$ cat src/hdl/ebwd_pkg.sv
package ebwd_pkg;

    localparam int NUM_BUCKETS = 32;
    localparam int BN_W        = $clog2(NUM_BUCKETS);

    localparam int SPB_W      = 8;
    localparam int SB_W       = 5;
    localparam int THR_W      = 10;
    localparam int CNT_W      = 8;
    localparam int SUM_W      = 10;
    localparam int OUT_W      = 6;
    localparam int CFG_IDX_W  = 2;
    localparam int CFG_DATA_W = 10;

    localparam logic [SPB_W-1:0] SPB_RESET = 8'd64;
    localparam logic [SB_W-1:0]  SB_RESET  = 5'd6;
    localparam logic [THR_W-1:0] THR_RESET = 10'd8;

    localparam logic [BN_W-1:0]         LAST_BUCKET = BN_W'(NUM_BUCKETS - 1);
    localparam logic signed [OUT_W-1:0] ECHO_NONE   = -6'sd1;

    typedef enum logic [CFG_IDX_W-1:0] {
        CFG_SAMPLES_PER_BUCKET = 2'd0,
        CFG_START_BUCKET       = 2'd1,
        CFG_HIT_THRESHOLD      = 2'd2
    } cfg_reg_t;

    typedef struct packed {
        logic [SPB_W-1:0] samples_per_bucket;
        logic [SB_W-1:0]  start_bucket;
        logic [THR_W-1:0] hit_threshold;
    } cfg_t;

    typedef struct packed {
        logic                     valid;
        logic signed [OUT_W-1:0]  bucket;
    } res_t;

endpackage

$ cat src/hdl/ebwd_cfg_regs.sv
module ebwd_cfg_regs (
    input  logic                           clk,
    input  logic                           rst_n,
    input  logic                           cfg_valid,
    output logic                           cfg_ready,
    input  logic [ebwd_pkg::CFG_IDX_W-1:0]  cfg_index,
    input  logic [ebwd_pkg::CFG_DATA_W-1:0] cfg_data,
    output ebwd_pkg::cfg_t                  cfg
);
    import ebwd_pkg::*;

    cfg_t cfg_reg;
    cfg_t cfg_next;

    assign cfg_ready = 1'b1;
    assign cfg       = cfg_reg;

    always_comb
    begin
        cfg_next = cfg_reg;
        if (cfg_valid)
        begin
            unique case (cfg_reg_t'(cfg_index))
                CFG_SAMPLES_PER_BUCKET: cfg_next.samples_per_bucket = cfg_data[SPB_W-1:0];
                CFG_START_BUCKET:       cfg_next.start_bucket       = cfg_data[SB_W-1:0];
                CFG_HIT_THRESHOLD:      cfg_next.hit_threshold      = cfg_data[THR_W-1:0];
                default:                cfg_next = cfg_reg; // no register there
            endcase
        end
    end

    always_ff @(posedge clk or negedge rst_n)
    begin
        if (!rst_n)
        begin
            cfg_reg.samples_per_bucket <= SPB_RESET;
            cfg_reg.start_bucket       <= SB_RESET;
            cfg_reg.hit_threshold      <= THR_RESET;
        end
        else
        begin
            cfg_reg <= cfg_next;
        end
    end

endmodule

$ cat src/hdl/ebwd_core.sv
module ebwd_core (
    input  logic           clk,
    input  logic           rst_n,
    input  ebwd_pkg::cfg_t cfg,
    input  logic           in_valid,
    output logic           in_ready,
    input  logic           start_req,
    input  logic           edge_req,
    input  logic           res_space,
    output ebwd_pkg::res_t res
);
    import ebwd_pkg::*;

    // input word register
    logic pipe_valid_reg, pipe_valid_next;
    logic start_reg, edge_reg;

    // measurement state
    logic             active_reg, active_next;
    logic [CNT_W-1:0] tick_reg, tick_next;
    logic [BN_W-1:0]  bn_reg, bn_next;
    logic [CNT_W-1:0] cur_reg, cur_next;
    logic [CNT_W-1:0] prev_reg, prev_next;
    logic [CNT_W-1:0] old_reg, old_next;
    logic             found_reg, found_next;
    logic [BN_W-1:0]  idx_reg, idx_next;

    logic             step_en;
    logic             act;
    logic [CNT_W-1:0] tick_b, cur_b, prev_b, old_b, cur_inc, tick_inc;
    logic [BN_W-1:0]  bn_b, w;
    logic             found_b;
    logic [SPB_W-1:0] span;
    logic [SUM_W-1:0] sum;
    logic             complete, hit;

    assign step_en  = pipe_valid_reg && res_space;
    assign in_ready = !pipe_valid_reg || res_space;

    always_comb
    begin
        pipe_valid_next = pipe_valid_reg;
        if (in_ready)
            pipe_valid_next = in_valid;
    end

    always_comb
    begin
        // a start word clears everything before it is counted
        act     = start_reg || active_reg;
        tick_b  = start_reg ? '0 : tick_reg;
        cur_b   = start_reg ? '0 : cur_reg;
        prev_b  = start_reg ? '0 : prev_reg;
        old_b   = start_reg ? '0 : old_reg;
        bn_b    = start_reg ? '0 : bn_reg;
        found_b = start_reg ? 1'b0 : found_reg;

        span     = (cfg.samples_per_bucket == '0) ? SPB_W'(1) : cfg.samples_per_bucket;
        cur_inc  = cur_b + CNT_W'(edge_reg);
        tick_inc = tick_b + CNT_W'(1);
        complete = (tick_inc >= span);
        w        = bn_b - BN_W'(2);
        sum      = SUM_W'(old_b) + SUM_W'(prev_b) + SUM_W'(cur_inc);
        hit      = (bn_b >= BN_W'(2)) && !found_b && (SB_W'(w) >= cfg.start_bucket)
                   && (sum >= cfg.hit_threshold);

        active_next = active_reg;
        tick_next   = tick_reg;
        bn_next     = bn_reg;
        cur_next    = cur_reg;
        prev_next   = prev_reg;
        old_next    = old_reg;
        found_next  = found_reg;
        idx_next    = idx_reg;
        res.valid   = 1'b0;
        res.bucket  = found_b ? $signed(OUT_W'(idx_reg)) : ECHO_NONE;

        if (step_en && act)
        begin
            active_next = 1'b1;
            if (!complete)
            begin
                tick_next  = tick_inc;
                cur_next   = cur_inc;
                prev_next  = prev_b;
                old_next   = old_b;
                bn_next    = bn_b;
                found_next = found_b;
                idx_next   = start_reg ? '0 : idx_reg;
            end
            else
            begin
                found_next = found_b || hit;
                idx_next   = hit ? w : (start_reg ? '0 : idx_reg);
                old_next   = prev_b;
                prev_next  = cur_inc;
                cur_next   = '0;
                tick_next  = '0;
                if (bn_b >= LAST_BUCKET)
                begin
                    bn_next     = bn_b;
                    active_next = 1'b0;
                    res.valid   = 1'b1;
                    res.bucket  = found_next ? $signed(OUT_W'(idx_next)) : ECHO_NONE;
                end
                else
                begin
                    bn_next = bn_b + BN_W'(1);
                end
            end
        end
    end

    always_ff @(posedge clk or negedge rst_n)
    begin
        if (!rst_n)
        begin
            pipe_valid_reg <= 1'b0;
            active_reg     <= 1'b0;
            tick_reg       <= '0;
            bn_reg         <= '0;
            cur_reg        <= '0;
            prev_reg       <= '0;
            old_reg        <= '0;
            found_reg      <= 1'b0;
            idx_reg        <= '0;
        end
        else
        begin
            pipe_valid_reg <= pipe_valid_next;
            active_reg     <= active_next;
            tick_reg       <= tick_next;
            bn_reg         <= bn_next;
            cur_reg        <= cur_next;
            prev_reg       <= prev_next;
            old_reg        <= old_next;
            found_reg      <= found_next;
            idx_reg        <= idx_next;
        end
    end

    always_ff @(posedge clk)
    begin
        if (in_ready)
        begin
            start_reg <= start_req;
            edge_reg  <= edge_req;
        end
    end

endmodule

$ cat src/hdl/ebwd_out_buf.sv
module ebwd_out_buf (
    input  logic                          clk,
    input  logic                          rst_n,
    input  ebwd_pkg::res_t                 res,
    output logic                          res_space,
    output logic                          out_valid,
    input  logic                          out_ready,
    output logic signed [ebwd_pkg::OUT_W-1:0] echo_bucket
);
    import ebwd_pkg::*;

    logic                    main_valid_reg, main_valid_next;
    logic signed [OUT_W-1:0] main_data_reg, main_data_next;
    logic                    skid_valid_reg, skid_valid_next;
    logic signed [OUT_W-1:0] skid_data_reg, skid_data_next;
    logic                    pop;

    assign res_space   = !skid_valid_reg;
    assign out_valid   = main_valid_reg;
    assign echo_bucket = main_data_reg;
    assign pop         = main_valid_reg && out_ready;

    always_comb
    begin
        main_valid_next = main_valid_reg;
        main_data_next  = main_data_reg;
        skid_valid_next = skid_valid_reg;
        skid_data_next  = skid_data_reg;
        if (main_valid_reg && !pop)
        begin
            if (res.valid)
            begin
                skid_valid_next = 1'b1;
                skid_data_next  = res.bucket;
            end
        end
        else if (skid_valid_reg)
        begin
            // skid is full, so no new word arrives this cycle
            main_valid_next = 1'b1;
            main_data_next  = skid_data_reg;
            skid_valid_next = 1'b0;
        end
        else
        begin
            main_valid_next = res.valid;
            main_data_next  = res.bucket;
        end
    end

    always_ff @(posedge clk or negedge rst_n)
    begin
        if (!rst_n)
        begin
            main_valid_reg <= 1'b0;
            skid_valid_reg <= 1'b0;
        end
        else
        begin
            main_valid_reg <= main_valid_next;
            skid_valid_reg <= skid_valid_next;
        end
    end

    always_ff @(posedge clk)
    begin
        main_data_reg <= main_data_next;
        skid_data_reg <= skid_data_next;
    end

endmodule

$ cat src/hdl/echo_bucket_window_detector.sv
// Echo time-of-flight detector. Send one comparator sample per cycle on the
// input channel: start_req=1 opens a measurement (that word is its first
// sample), edge_req=1 counts one hit. The measurement spans NUM_BUCKETS
// buckets of samples_per_bucket samples each (0 acts as 1); when it ends, one
// word leaves on the output channel: echo_bucket is the first window start
// (at or after start_bucket) whose three-bucket hit sum reaches
// hit_threshold, or -1. Samples outside a measurement are dropped silently.
// Throughput is one sample per cycle while the output buffer has space. The
// final sample passes the input register and then the output register on its
// way to echo_bucket. A two-entry output buffer keeps samples flowing while a
// result waits. Write configuration only while idle; the config port is always
// ready and ignores unknown indexes.
module echo_bucket_window_detector (
    input  logic                                clk,
    input  logic                                rst_n,
    input  logic                                in_valid,
    output logic                                in_ready,
    input  logic                                start_req,
    input  logic                                edge_req,
    output logic                                out_valid,
    input  logic                                out_ready,
    output logic signed [ebwd_pkg::OUT_W-1:0]   echo_bucket,
    input  logic                                cfg_valid,
    output logic                                cfg_ready,
    input  logic [ebwd_pkg::CFG_IDX_W-1:0]       cfg_index,
    input  logic [ebwd_pkg::CFG_DATA_W-1:0]      cfg_data
);
    import ebwd_pkg::*;

    cfg_t cfg;     // live register values
    res_t res;     // result word from the core
    logic res_space;

    ebwd_cfg_regs u_cfg (
        .clk       (clk),
        .rst_n     (rst_n),
        .cfg_valid (cfg_valid),
        .cfg_ready (cfg_ready),
        .cfg_index (cfg_index),
        .cfg_data  (cfg_data),
        .cfg       (cfg)
    );

    // bucket counters, window sum and first-hit capture
    ebwd_core u_core (
        .clk       (clk),
        .rst_n     (rst_n),
        .cfg       (cfg),
        .in_valid  (in_valid),
        .in_ready  (in_ready),
        .start_req (start_req),
        .edge_req  (edge_req),
        .res_space (res_space),
        .res       (res)
    );

    // output register plus skid entry
    ebwd_out_buf u_out (
        .clk         (clk),
        .rst_n       (rst_n),
        .res         (res),
        .res_space   (res_space),
        .out_valid   (out_valid),
        .out_ready   (out_ready),
        .echo_bucket (echo_bucket)
    );

endmodule

$ cat config.mk
export PLATFORM = sky130hd
export DESIGN_NAME = echo_bucket_window_detector
export DESIGN_NICKNAME = d
export VERILOG_FILES = /design/src/hdl/ebwd_pkg.sv /design/src/hdl/ebwd_cfg_regs.sv /design/src/hdl/ebwd_core.sv /design/src/hdl/ebwd_out_buf.sv /design/src/hdl/echo_bucket_window_detector.sv
export SDC_FILE = /design/constraint.sdc
export NUM_CORES = 1
export LEC_CHECK = 0
export BUFFER_PORTS_ARGS = -buffer_cell sky130_fd_sc_hd__buf_2
export CELL_PAD_IN_SITES_DETAIL_PLACEMENT = 0
export CELL_PAD_IN_SITES_GLOBAL_PLACEMENT = 2
export CORE_ASPECT_RATIO = 1.1
export CORE_MARGIN = 3
export CORE_UTILIZATION = 25
export CTS_BUF_LIST = sky130_fd_sc_hd__clkbuf_4
export CTS_CLUSTER_SIZE = 40
export DETAILED_ROUTE_END_ITERATION = 12
export GPL_ROUTABILITY_DRIVEN = 0
export MAX_ROUTING_LAYER = met4
export PLACE_DENSITY = 0.5
export SLEW_MARGIN = 15
export SYNTH_ARGS = -nofsm -noshare
export SYNTH_HDL_FRONTEND = slang
export SYNTH_HIERARCHICAL = 1
export SYNTH_SLANG_ARGS = --single-unit
$ cat constraint.sdc
create_clock -name clk -period 16.85 [get_ports clk]
set_input_delay 2.5275 -clock clk [delete_from_list [all_inputs] [get_ports clk]]
set_output_delay 2.5275 -clock clk [all_outputs]
set_load 0.02 [all_outputs]
==> qor.txt, run 1 <==
type of the worst min-delay path: flop to flop
met1 Usage GRT: 14.1%
Routed WL: 12.1 mm
GRT met2 Usage: 20.5%
maximum vdd drop: 0.0000400 V
GRT overflow: 0
clock tree buffer depth: 2
R2R Path Start: u_core/start_reg$_DFFE_PP_
CP max stage cell: fa_1
Routed Antenna Nets: 0
vias in the first global route: 3589
Post-synth EDFFs: 14
Synth top area share: 33.1%
critical path type: flop to flop
Fin Clk Skew: 0.0198 ns
cell mode on critical path: ha_1
crit path time final: 5.61 ns
Final Hold Fails: 0
worst hold margin: 0.508 ns
Max Clk Rate: 178 MHz
Core Rows: 53
Worst Path Required: 17.09 ns
GRT Max-Usage Layer: met2
mapped cell area: 5000 µm²
share of cells above drive strength 1: 18.0%
DR iter-0 viols: 117
drt pass-1 iters: 4
Slew headroom: 32.8%
HP Start: u_core/cur_reg[0]$_DFFE_PN0P_
most frequent cells in the layout: dfrtp_1 (66), inv_1 (53), ha_1 (39)
hold buffer count at cts: 0
Synth Net Count: 534
per-cell routed wire length: 16.1 µm
Synth Area in Compound Gates: 12.8%
Final Max Slew Viols: 0
Synth Area in Simple Gates: 14.2%
R2R cell count: 21
register bit total from synthesis: 84
largest net degree at the start of global routing: 71
Vias: 3327
met3 usage: 2.47%
Clock Latency Late Sink: 0.46 ns
CP endpoint kind: flop
Nets: 562
IO Pins: 28
area share of xor/xnor cells in the synthesized design: 3.68%
post-CTS setup buffer count: 0
slew of the pin with the lowest slew margin: 1.01 ns
dominant synthesized flop cell: dfrtp_1
Synth cell types: 55
TritonCTS clock tree: yes
critical path, cell by cell: buf_4 > nor2b_1 > ha_1 > ha_1 > xnor2_1 > fa_1 > inv_1 > ha_1 > a21o_1 > a21oi_1 > o21ai_0 > o41ai_1 > xor2_1 > ha_1 > nand4_1 > nor2_1 > a21oi_1 > a211oi_4 > nor3b_4 > a21oi_1 > mux2_4
Area contributors post-synth: dfrtp_1 (33%), ha_1 (9.8%), edfxtp_1 (8.4%), mux2_2 (5.2%), inv_1 (4.0%)
synth warn: 6
RSZ-0062 raised after global routing: no
Resize count post-CTS: 0
clk root buf: clkbuf_4
Hold Crit Endpoint: u_core/cur_reg[0]$_DFFE_PN0P_
final setup vio count: 0
sequential cell area fraction in the yosys report: 43.6%
power density over the cells: 78.8 nW/µm²
Post-Synthesis Cells: 467
post-synthesis async set-or-reset flop share: 83.3%
final setup margin: 11.24 ns
CP Launch Type: flop
Placement Setup Slack: 11.21 ns
Core Box Area: 19400 µm²
Power Total: 439 µW
Max-Cap Viols: 0
hold depth: 2
H-tree depth: 3
Crit Path Max Fanout: 49
Sink Count: 84
fin crit share: 33.3%
mux cell area share after synthesis: 6.99%
commonest non-fill, non-tap cell in the layout: dfrtp_1
max FFs per register: 23
HPWL after detailed placement: 8.86 mm
run status: finished clean
CTS Buf Count: 9
Clock Pin Slew Worst Setup and Hold Paths: 0.16 ns
Die Area: 21700 µm²
largest family of logic cells by synthesized area: simple AND/OR/NAND/NOR gates
Area growth syn-to-layout: 11.5%
DRC viols: 0
CP max stage delay: 0.61 ns
Leak: 2.49 nW
Initial Util: 25.8%
initial antenna violation count: 1
setup_tns: 0 ns
FF-to-FF setup slack: 11.24 ns
Post-DP Area: 5390 µm²
crit path DAT: 5.84 ns
post-route cell area: 5570 µm²
syn_area_per_cell: 10.7 µm²
die width: 141 µm
IO Port Bufs: 26
Die Span Y: 154 µm
Synth Area in Adders: 13.4%
first-pass GRT wire length: 19.5 mm
FF-to-FF End: u_out/echo_bucket[1]$_DFFE_PN_
Yosys top cell by area: dfrtp_1
post-DR vias/cell: 4.44
gr usage total: 11.9%
[area by class of cell]
type	count	area [µm²]
sequential	84	2180
clock buffer	9	67.6
antenna	2	5.00
clock inverter	7	105
timing repair buffer	29	153
fill	2044	13800
tap	247	309
inverter	53	199
multi-input combinational	318	2550
[worst max-delay path by stage]
stage	slack, ns	start	end
4_1_cts	11.16	u_core/start_reg$_DFFE_PP_	u_out/echo_bucket[1]$_DFFE_PN_
3_5_place_dp	11.21	u_core/start_reg$_DFFE_PP_	u_out/echo_bucket[1]$_DFFE_PN_
3_3_place_gp	11.27	u_core/start_reg$_DFFE_PP_	u_out/echo_bucket[1]$_DFFE_PN_
6_report	11.24	u_core/start_reg$_DFFE_PP_	u_out/echo_bucket[1]$_DFFE_PN_
5_1_grt	10.73	u_core/start_reg$_DFFE_PP_	u_out/echo_bucket[1]$_DFFE_PN_
2_1_floorplan	11.48	u_core/start_reg$_DFFE_PP_	u_out/echo_bucket[1]$_DFFE_PN_
[Yosys cell counts (all sizes together), types with 5 or more instances]
master and instances:
dfrtp 66, inv 53, ha 39, nand2 36, mux2 29, nor2 27
nand2b 25, o21ai 24, a22o 15, nor2b 15, a21oi 14, edfxtp 14
nand3 14, xnor2 11, xor2 10, fa 9, buf 7, and3 5
clkbuf 5, o31ai 5
[critical path, delay by kind of cell (launching register included)]
family / cells / cell delay [ns]
buffers and inverters: 2 / 0.47
and+or+nand+nor: 4 / 0.76
muxes: 1 / 0.30
DFF: 1 / 0.35
adders and majority gates: 5 / 1.65
xor gates and xnor gates: 2 / 0.32
AOI/OAI and AO/OA: 7 / 1.52
[layer usage]
metal | up-vias | share of wire, %
met3 | 5 | 2.0
met4 | 0 | 1.0
li1 | 1659 | -
met1 | 1641 | 45
met2 | 22 | 52
met5 | - | 0
[stage by stage]
stage,instances,util [%]
after floorplan,467,-
after global placement,731,27.8
after detailed placement,731,27.8
after CTS,747,28.7
after global routing,749,28.8
final,749,28.8
[logic make-up (layout without fill, tap and decap cells)]
kind of cell | after synthesis | count (layout)
simple gates | 134 | 134
compound gates | 85 | 85
flops | 84 | 84
buf+inv | 65 | 98
fa+ha+maj | 48 | 48
mux | 29 | 29
xor+xnor | 21 | 21
other cells | 1 | 3
[power by group]
group	leakage [nW]	switching [mW]	internal [mW]
combinational	1.39	0.0358	0.0277
sequential	1.01	0.00950	0.221
clock	0.0895	0.0825	0.0628
Power figures use the tool's default switching activity.
==> inputs of run 2 (changes only) <==
==> constraint.sdc (replaced) <==
create_clock -name clk -period 5.8 [get_ports clk]
set_input_delay 0.87 -clock clk [delete_from_list [all_inputs] [get_ports clk]]
set_output_delay 0.87 -clock clk [all_outputs]
set_load 0.02 [all_outputs]
==> run 2 against run 1 <==
Effect of this change: die area did not move; clock skew rose by 0.0050 ns; count of clock-buffer cells in the layout did not move; maximum frequency rose by 4.8%; via count rose by 0.63%; clock power rose to 2.7 times the previous value; power rose to 2.8 times the previous value; first-iteration DRC count rose by 13%; sequential power rose to 2.9 times the previous value; routed wire length rose by 0.21%; core utilization fell by 0.097 points; largest cell class unchanged.
==> qor.txt, run 2 (synthesis gave the netlist of run 1 again) <==
run status: finished clean
Comb power frac: 15.1% (+0.6 points)
Psw: 380 µW (+200%)
hold buffer count at cts: 0 (unchanged)
Max-Cap Viols: 0 (unchanged)
Clock Latency Late Sink: 0.48 ns (+0.02 ns)
clock network power share: 31.1% (-2.0 points)
sequential share of power: 53.8% (+1.4 points)
Clock Pin Slew Worst Setup and Hold Paths: 0.16 ns (about the same)
post-DR vias/cell: 4.47 (+0.63%)
FF-to-FF setup slack: 0.45 ns (-10.79 ns)
initial antenna violation count: 1 (unchanged)
CP Launch Type: flop
Initial Util: 25.8% (unchanged)
gr usage total: 12.0% (+0.043 points)
Resize count post-CTS: 0 (unchanged)
slew of the pin with the lowest slew margin: 0.986 ns (-0.0213 ns)
Fin Clk Skew: 0.0248 ns (+0.00500 ns)
Final Max Slew Viols: 0 (unchanged)
Post-DP Area: 5400 µm² (+0.14%)
die width: 141 µm (unchanged)
post-CTS setup buffer count: 0 (unchanged)
Core Box Area: 19400 µm² (unchanged)
Routed Antenna Nets: 0 (unchanged)
type of the worst min-delay path: flop to flop
per-cell routed wire length: 16.1 µm (+0.21%)
RSZ-0062 raised after global routing: no
maximum vdd drop: 0.000116 V (+190%)
clk root buf: clkbuf_4
max FFs per register: 23 (unchanged)
Final Hold Fails: 0 (unchanged)
Area growth syn-to-layout: 11.1%
TritonCTS clock tree: yes
Slew headroom: 34.3% (+1.4 points)
Net Sw Frac: 30.6% (+1.5 points)
Crit Path Max Fanout: 6 (-88%)
Nets: 563 (+0.18%)
Vias: 3348 (+0.63%)
drt pass-1 iters: 4 (unchanged)
crit path from: u_core/start_reg$_DFFE_PP_
Core Rows: 53 (unchanged)
power density over the cells: 224 nW/µm² (+180%)
CP endpoint kind: flop
Routed WL: 12.1 mm (+0.21%)
vias in the first global route: 3526 (-1.8%)
CP endpoint: u_out/echo_bucket[1]$_DFFE_PN_
commonest non-fill, non-tap cell in the layout: dfrtp_1
Worst Path Required: 6.05 ns (-11.04 ns)
crit path DAT: 5.60 ns (-0.24 ns)
Pint: 862 µW (+180%)
critical path type: flop to flop
IO Pins: 28 (unchanged)
worst hold margin: 0.488 ns (-0.0202 ns)
crit path time final: 5.35 ns (-0.259 ns)
CTS Buf Count: 9 (unchanged)
final setup vio count: 0 (unchanged)
HPWL after detailed placement: 8.72 mm (-1.6%)
first-pass GRT wire length: 19.6 mm (+0.64%)
setup_tns: 0 ns (unchanged)
DRC viols: 0 (unchanged)
Die Area: 21700 µm² (unchanged)
DR iter-0 viols: 132 (+13%)
FF-to-FF End: u_out/echo_bucket[1]$_DFFE_PN_
Max Clk Rate: 187 MHz (+4.8%)
most frequent cells in the layout: dfrtp_1 (66), inv_1 (53), ha_1 (39)
R2R Path Start: u_core/start_reg$_DFFE_PP_
H-tree depth: 3 (unchanged)
Sink Count: 84 (unchanged)
Die Span Y: 154 µm (unchanged)
clock tree buffer depth: 2 (unchanged)
post-route cell area: 5550 µm² (-0.34%)
final core utilization: 28.7% (-0.097 points)
IO Port Bufs: 26 (unchanged)
GRT overflow: 0 (unchanged)
largest net degree at the start of global routing: 71 (unchanged)
R2R cell count: 22 (+4.8%)
share of cells above drive strength 1: 18.2% (+0.16 points)
fin crit share: 92.2% (+59 points)
Leak: 2.49 nW (about the same)
==> run 2: metal layers <==
metal  vias up  track usage (%)  share of wire [%]
met5         -                -                  0
met4         0             4.98                2.4
met2        27             19.3                 49
li1       1659                -                  -
met1      1642             14.9                 46
met3        20             2.10                2.1
==> run 2: stage by stage <==
step	instances	worst slack (ns)	power, mW
finish	749	0.453	1.24
global route	749	0.119	1.33
CTS	748	0.464	1.27
detailed placement	732	0.494	0.874
global placement	732	0.530	0.869
floorplan	467	0.435	0.803
==> run 2: layout make-up <==
type | instances | area [µm²]
Fill cell | 2065 | 13800
Multi-Input combinational cell | 318 | 2550
Sequential cell | 84 | 2180
Tap cell | 247 | 309
Inverter | 53 | 199
Timing Repair Buffer | 30 | 160
Clock inverter | 7 | 81.3
Clock buffer | 9 | 67.6
Antenna cell | 1 | 2.50
==> run 2: worst min-delay path by stage <==
stage / start / endpoint / slack (ns) / cells past startpoint
after CTS: u_core/cur_reg[0]$_DFFE_PN0P_ / u_core/cur_reg[0]$_DFFE_PN0P_ / 0.50 / 2
after detailed placement: u_core/cur_reg[0]$_DFFE_PN0P_ / u_core/cur_reg[0]$_DFFE_PN0P_ / 0.46 / 2
final: u_core/cur_reg[0]$_DFFE_PN0P_ / u_core/cur_reg[0]$_DFFE_PN0P_ / 0.49 / 2
after global placement: u_core/cur_reg[0]$_DFFE_PN0P_ / u_core/cur_reg[0]$_DFFE_PN0P_ / 0.45 / 2
after global routing: edge_req / u_core/edge_reg$_DFFE_PP_ / 0.52 / 1
after floorplan: u_core/cur_reg[0]$_DFFE_PN0P_ / u_core/cur_reg[0]$_DFFE_PN0P_ / 0.44 / 2
==> run 2: power groups by stage <==
stage               Combinational [mW]  Sequential, mW  Clock, mW
detailed placement               0.193           0.681          0
finish                           0.187           0.668      0.386
floorplan                        0.132           0.670          0
global route                     0.216           0.674      0.440
CTS                              0.195           0.669      0.411
global placement                 0.189           0.679          0
==> run 2: critical path: stages, from the launching register on <==
cell	delay [ns]
edfxtp_1	0.44
nor2b_1	0.18
ha_1	0.24
nand3_1	0.11
xnor2_1	0.15
nand2b_1	0.16
fa_1	0.56
inv_1	0.04
ha_1	0.32
nor2b_1	0.14
o21ai_0	0.23
a21boi_0	0.18
o21a_1	0.21
o21ai_0	0.16
a21oi_1	0.10
ha_1	0.32
nand4_1	0.12
nor2_1	0.12
a21oi_1	0.11
a211oi_4	0.41
nor3b_4	0.38
a21oi_1	0.15
mux2_4	0.29
==> inputs of run 3 (changes only) <==
--- a/config.mk
+++ b/config.mk
@@ -8,14 +8,11 @@
 export BUFFER_PORTS_ARGS = -buffer_cell sky130_fd_sc_hd__buf_2
 export CELL_PAD_IN_SITES_DETAIL_PLACEMENT = 0
 export CELL_PAD_IN_SITES_GLOBAL_PLACEMENT = 2
-export CORE_ASPECT_RATIO = 1.1
-export CORE_MARGIN = 3
 export CORE_UTILIZATION = 25
 export CTS_BUF_LIST = sky130_fd_sc_hd__clkbuf_4
 export CTS_CLUSTER_SIZE = 40
 export DETAILED_ROUTE_END_ITERATION = 12
 export GPL_ROUTABILITY_DRIVEN = 0
-export MAX_ROUTING_LAYER = met4
 export PLACE_DENSITY = 0.5
 export SLEW_MARGIN = 15
 export SYNTH_ARGS = -nofsm -noshare
==> run 3 against run 2 <==
Effect of this change: critical endpoint is now u_out/echo_bucket[3]$_DFFE_PN_; non-clock buffer count did not move; cell area rose by 0.23%; routed wire length decreased by 5.4%; first-iteration DRC count grew 58%; sequential cell count did not move; global-route usage rose by 0.26 points; critical path type unchanged; core utilization shrank 0.17 points; cell count grew 2.4%; worst setup slack gained 0.13 ns.
==> qor.txt, run 3 (synthesis gave the netlist of run 1 again) <==
hold buffer count at cts: 0 (unchanged)
Final Non-Filler Cells: 767 (+2.4%)
Core Box Area: 19500 µm² (+0.84%)
max FFs per register: 23 (unchanged)
crit path DAT: 5.48 ns (-0.12 ns)
share of cells above drive strength 1: 18.2% (unchanged)
Fin Clk Skew: 0.0271 ns (+0.00230 ns)
Worst Path Required: 6.06 ns (about the same)
Placement Setup Slack: 0.524 ns (+0.0302 ns)
GRT overflow: 0 (unchanged)
final setup margin: 0.582 ns (+0.128 ns)
final setup vio count: 0 (unchanged)
slew of the pin with the lowest slew margin: 0.981 ns (-0.00558 ns)
crit path time final: 5.22 ns (-0.128 ns)
commonest non-fill, non-tap cell in the layout: dfrtp_1
Crit Path Max Fanout: 24 (+18)
gr usage total: 12.2% (+0.26 points)
TritonCTS clock tree: yes
Area growth syn-to-layout: 11.3%
placed insts: 750 (+2.5%)
Clock Latency Late Sink: 0.48 ns (about the same)
type of the worst min-delay path: flop to flop
DRT met1 WL: 5.93 mm (+5.7%)
most frequent cells in the layout: dfrtp_1 (66), inv_1 (53), ha_1 (39)
Routed Antenna Nets: 0 (unchanged)
Routed WL: 11.4 mm (-5.4%)
Final Hold Fails: 0 (unchanged)
Clock Pin Slew Worst Setup and Hold Paths: 0.18 ns (+0.02 ns)
final core utilization: 28.5% (-0.17 points)
worst hold margin: 0.497 ns (+0.00911 ns)
Vias: 3305 (-1.3%)
CP Launch Type: flop
met3 wire length: 356 µm (+38%)
Leak: 2.48 nW (-0.58%)
power density over the cells: 217 nW/µm² (-3.2%)
HP Start: u_core/cur_reg[0]$_DFFE_PN0P_
maximum vdd drop: 0.000105 V (-9.4%)
per-cell routed wire length: 14.9 µm (-7.6%)
run status: finished clean
IO Port Bufs: 26 (unchanged)
Initial Util: 25.6% (-0.21 points)
critical path type: flop to flop
Max-Cap Viols: 0 (unchanged)
CP max stage delay: 0.62 ns (+0.06 ns)
CP endpoint kind: flop
CTS Buf Count: 9 (unchanged)
crit path from: u_core/start_reg$_DFFE_PP_
Slew headroom: 34.6% (+0.37 points)
DR WL met2: 4.99 mm (-16%)
H-tree depth: 3 (unchanged)
DRC viols: 0 (unchanged)
fin crit share: 90.0% (-2.2 points)
Core Rows: 51 (-3.8%)
post-CTS setup buffer count: 0 (unchanged)
DR iter-0 viols: 208 (+58%)
critical path, cell by cell: buf_4 > nor2b_1 > ha_1 > xnor2_1 > fa_1 > inv_1 > ha_1 > a21o_1 > a21oi_1 > o21ai_0 > o41ai_1 > xor2_1 > ha_1 > nand4_1 > nor2_1 > a21oi_1 > a211oi_4 > nor3b_4 > a21oi_1 > mux2_4
die width: 143 µm (+1.8%)
Filler cells: 2081 (+0.77%)
CP max stage cell: fa_1
Resize count post-CTS: 0 (unchanged)
clock tree buffer depth: 2 (unchanged)
R2R Path Start: u_core/start_reg$_DFFE_PP_
largest net degree at the start of global routing: 71 (unchanged)
HPWL after detailed placement: 8.37 mm (-4.0%)
setup_tns: 0 ns (unchanged)
Max Clk Rate: 192 MHz (+2.5%)
drt pass-1 iters: 4 (unchanged)
post-DR vias/cell: 4.31 (-3.6%)
Final Max Slew Viols: 0 (unchanged)
clk root buf: clkbuf_4
Die Span Y: 143 µm (-7.1%)
RSZ-0062 raised after global routing: no
vias in the first global route: 3332 (-5.5%)
Nets: 563 (unchanged)
Sink Count: 84 (unchanged)
Die Area: 20600 µm² (-5.4%)
first-pass GRT wire length: 18.7 mm (-4.4%)
IO Pins: 28 (unchanged)
DR top layer: met4
initial antenna violation count: 1 (unchanged)
run 3: cell types whose count changed in the layout (fill, tap and decap cells not counted):
cell        change
bufinv_16       -1
clkinv_2        -1
clkinv_8        +1
clkinvlp_4      +2
inv_6           -2
inv_8           +1
run 3: per-stage QoR:
stage	power (mW)	area, µm²
after floorplan	0.803	5000
after global placement	0.868	5420
final	1.20	5560
after CTS	1.24	5560
after detailed placement	0.870	5420
after global routing	1.29	5560
run 3: final timing paths:
path                       slack [ns]                              to  cells past startpoint
max                              0.58  u_out/echo_bucket[3]$_DFFE_PN_                     20
min                              0.50   u_core/cur_reg[0]$_DFFE_PN0P_                      2
max reg2reg                      0.58  u_out/echo_bucket[3]$_DFFE_PN_                     20
min reg2reg                      0.50   u_core/cur_reg[0]$_DFFE_PN0P_                      2
max in group asynchronous        4.54       u_cfg/cfg[10]$_DFFE_PN0P_                      2
min in group asynchronous        0.58     u_out/out_valid$_DFFE_PN0N_                      2
run 3: routing by layer:
metal / global-route usage, % / vias to the layer above
li1: - / 1658
met1: 17.3 / 1590
met2: 18.3 / 47
met3: 2.77 / 10
met4: 4.03 / 0
met5: 0 / -
run 3: cell type report:
| class | instances | area, µm² | share of cell area (%) |
|---|---|---|---|
| multi-input cells | 318 | 2550 | 45.9 |
| flip-flops and latches | 84 | 2180 | 39.1 |
| well taps | 265 | 332 | 5.96 |
| inverters | 53 | 199 | 3.58 |
| repair buffers | 30 | 160 | 2.88 |
| clock inverters | 7 | 71.3 | 1.28 |
| clock buffers | 9 | 67.6 | 1.21 |
| diodes | 1 | 2.50 | 0.0450 |
run 3: power by group:
group | total [mW] | leakage (nW) | switching [mW] | internal (mW)
logic | 0.184 | 1.40 | 0.103 | 0.0806
registers | 0.668 | 1.01 | 0.0274 | 0.641
clock network | 0.353 | 0.0693 | 0.253 | 0.0996
total | 1.20 | 2.48 | 0.383 | 0.821
run 3: critical path, delay by kind of cell (launching register included):
family                   cells  cell delay [ns]
XOR/XNOR                     2             0.28
buffers and inverters        2             0.29
adder cells (fa/ha/maj)      4             1.45
multiplexers                 1             0.30
flip-flops                   1             0.44
AO/OA/AOI/OAI                7             1.54
AND/OR/NAND/NOR              4             0.70
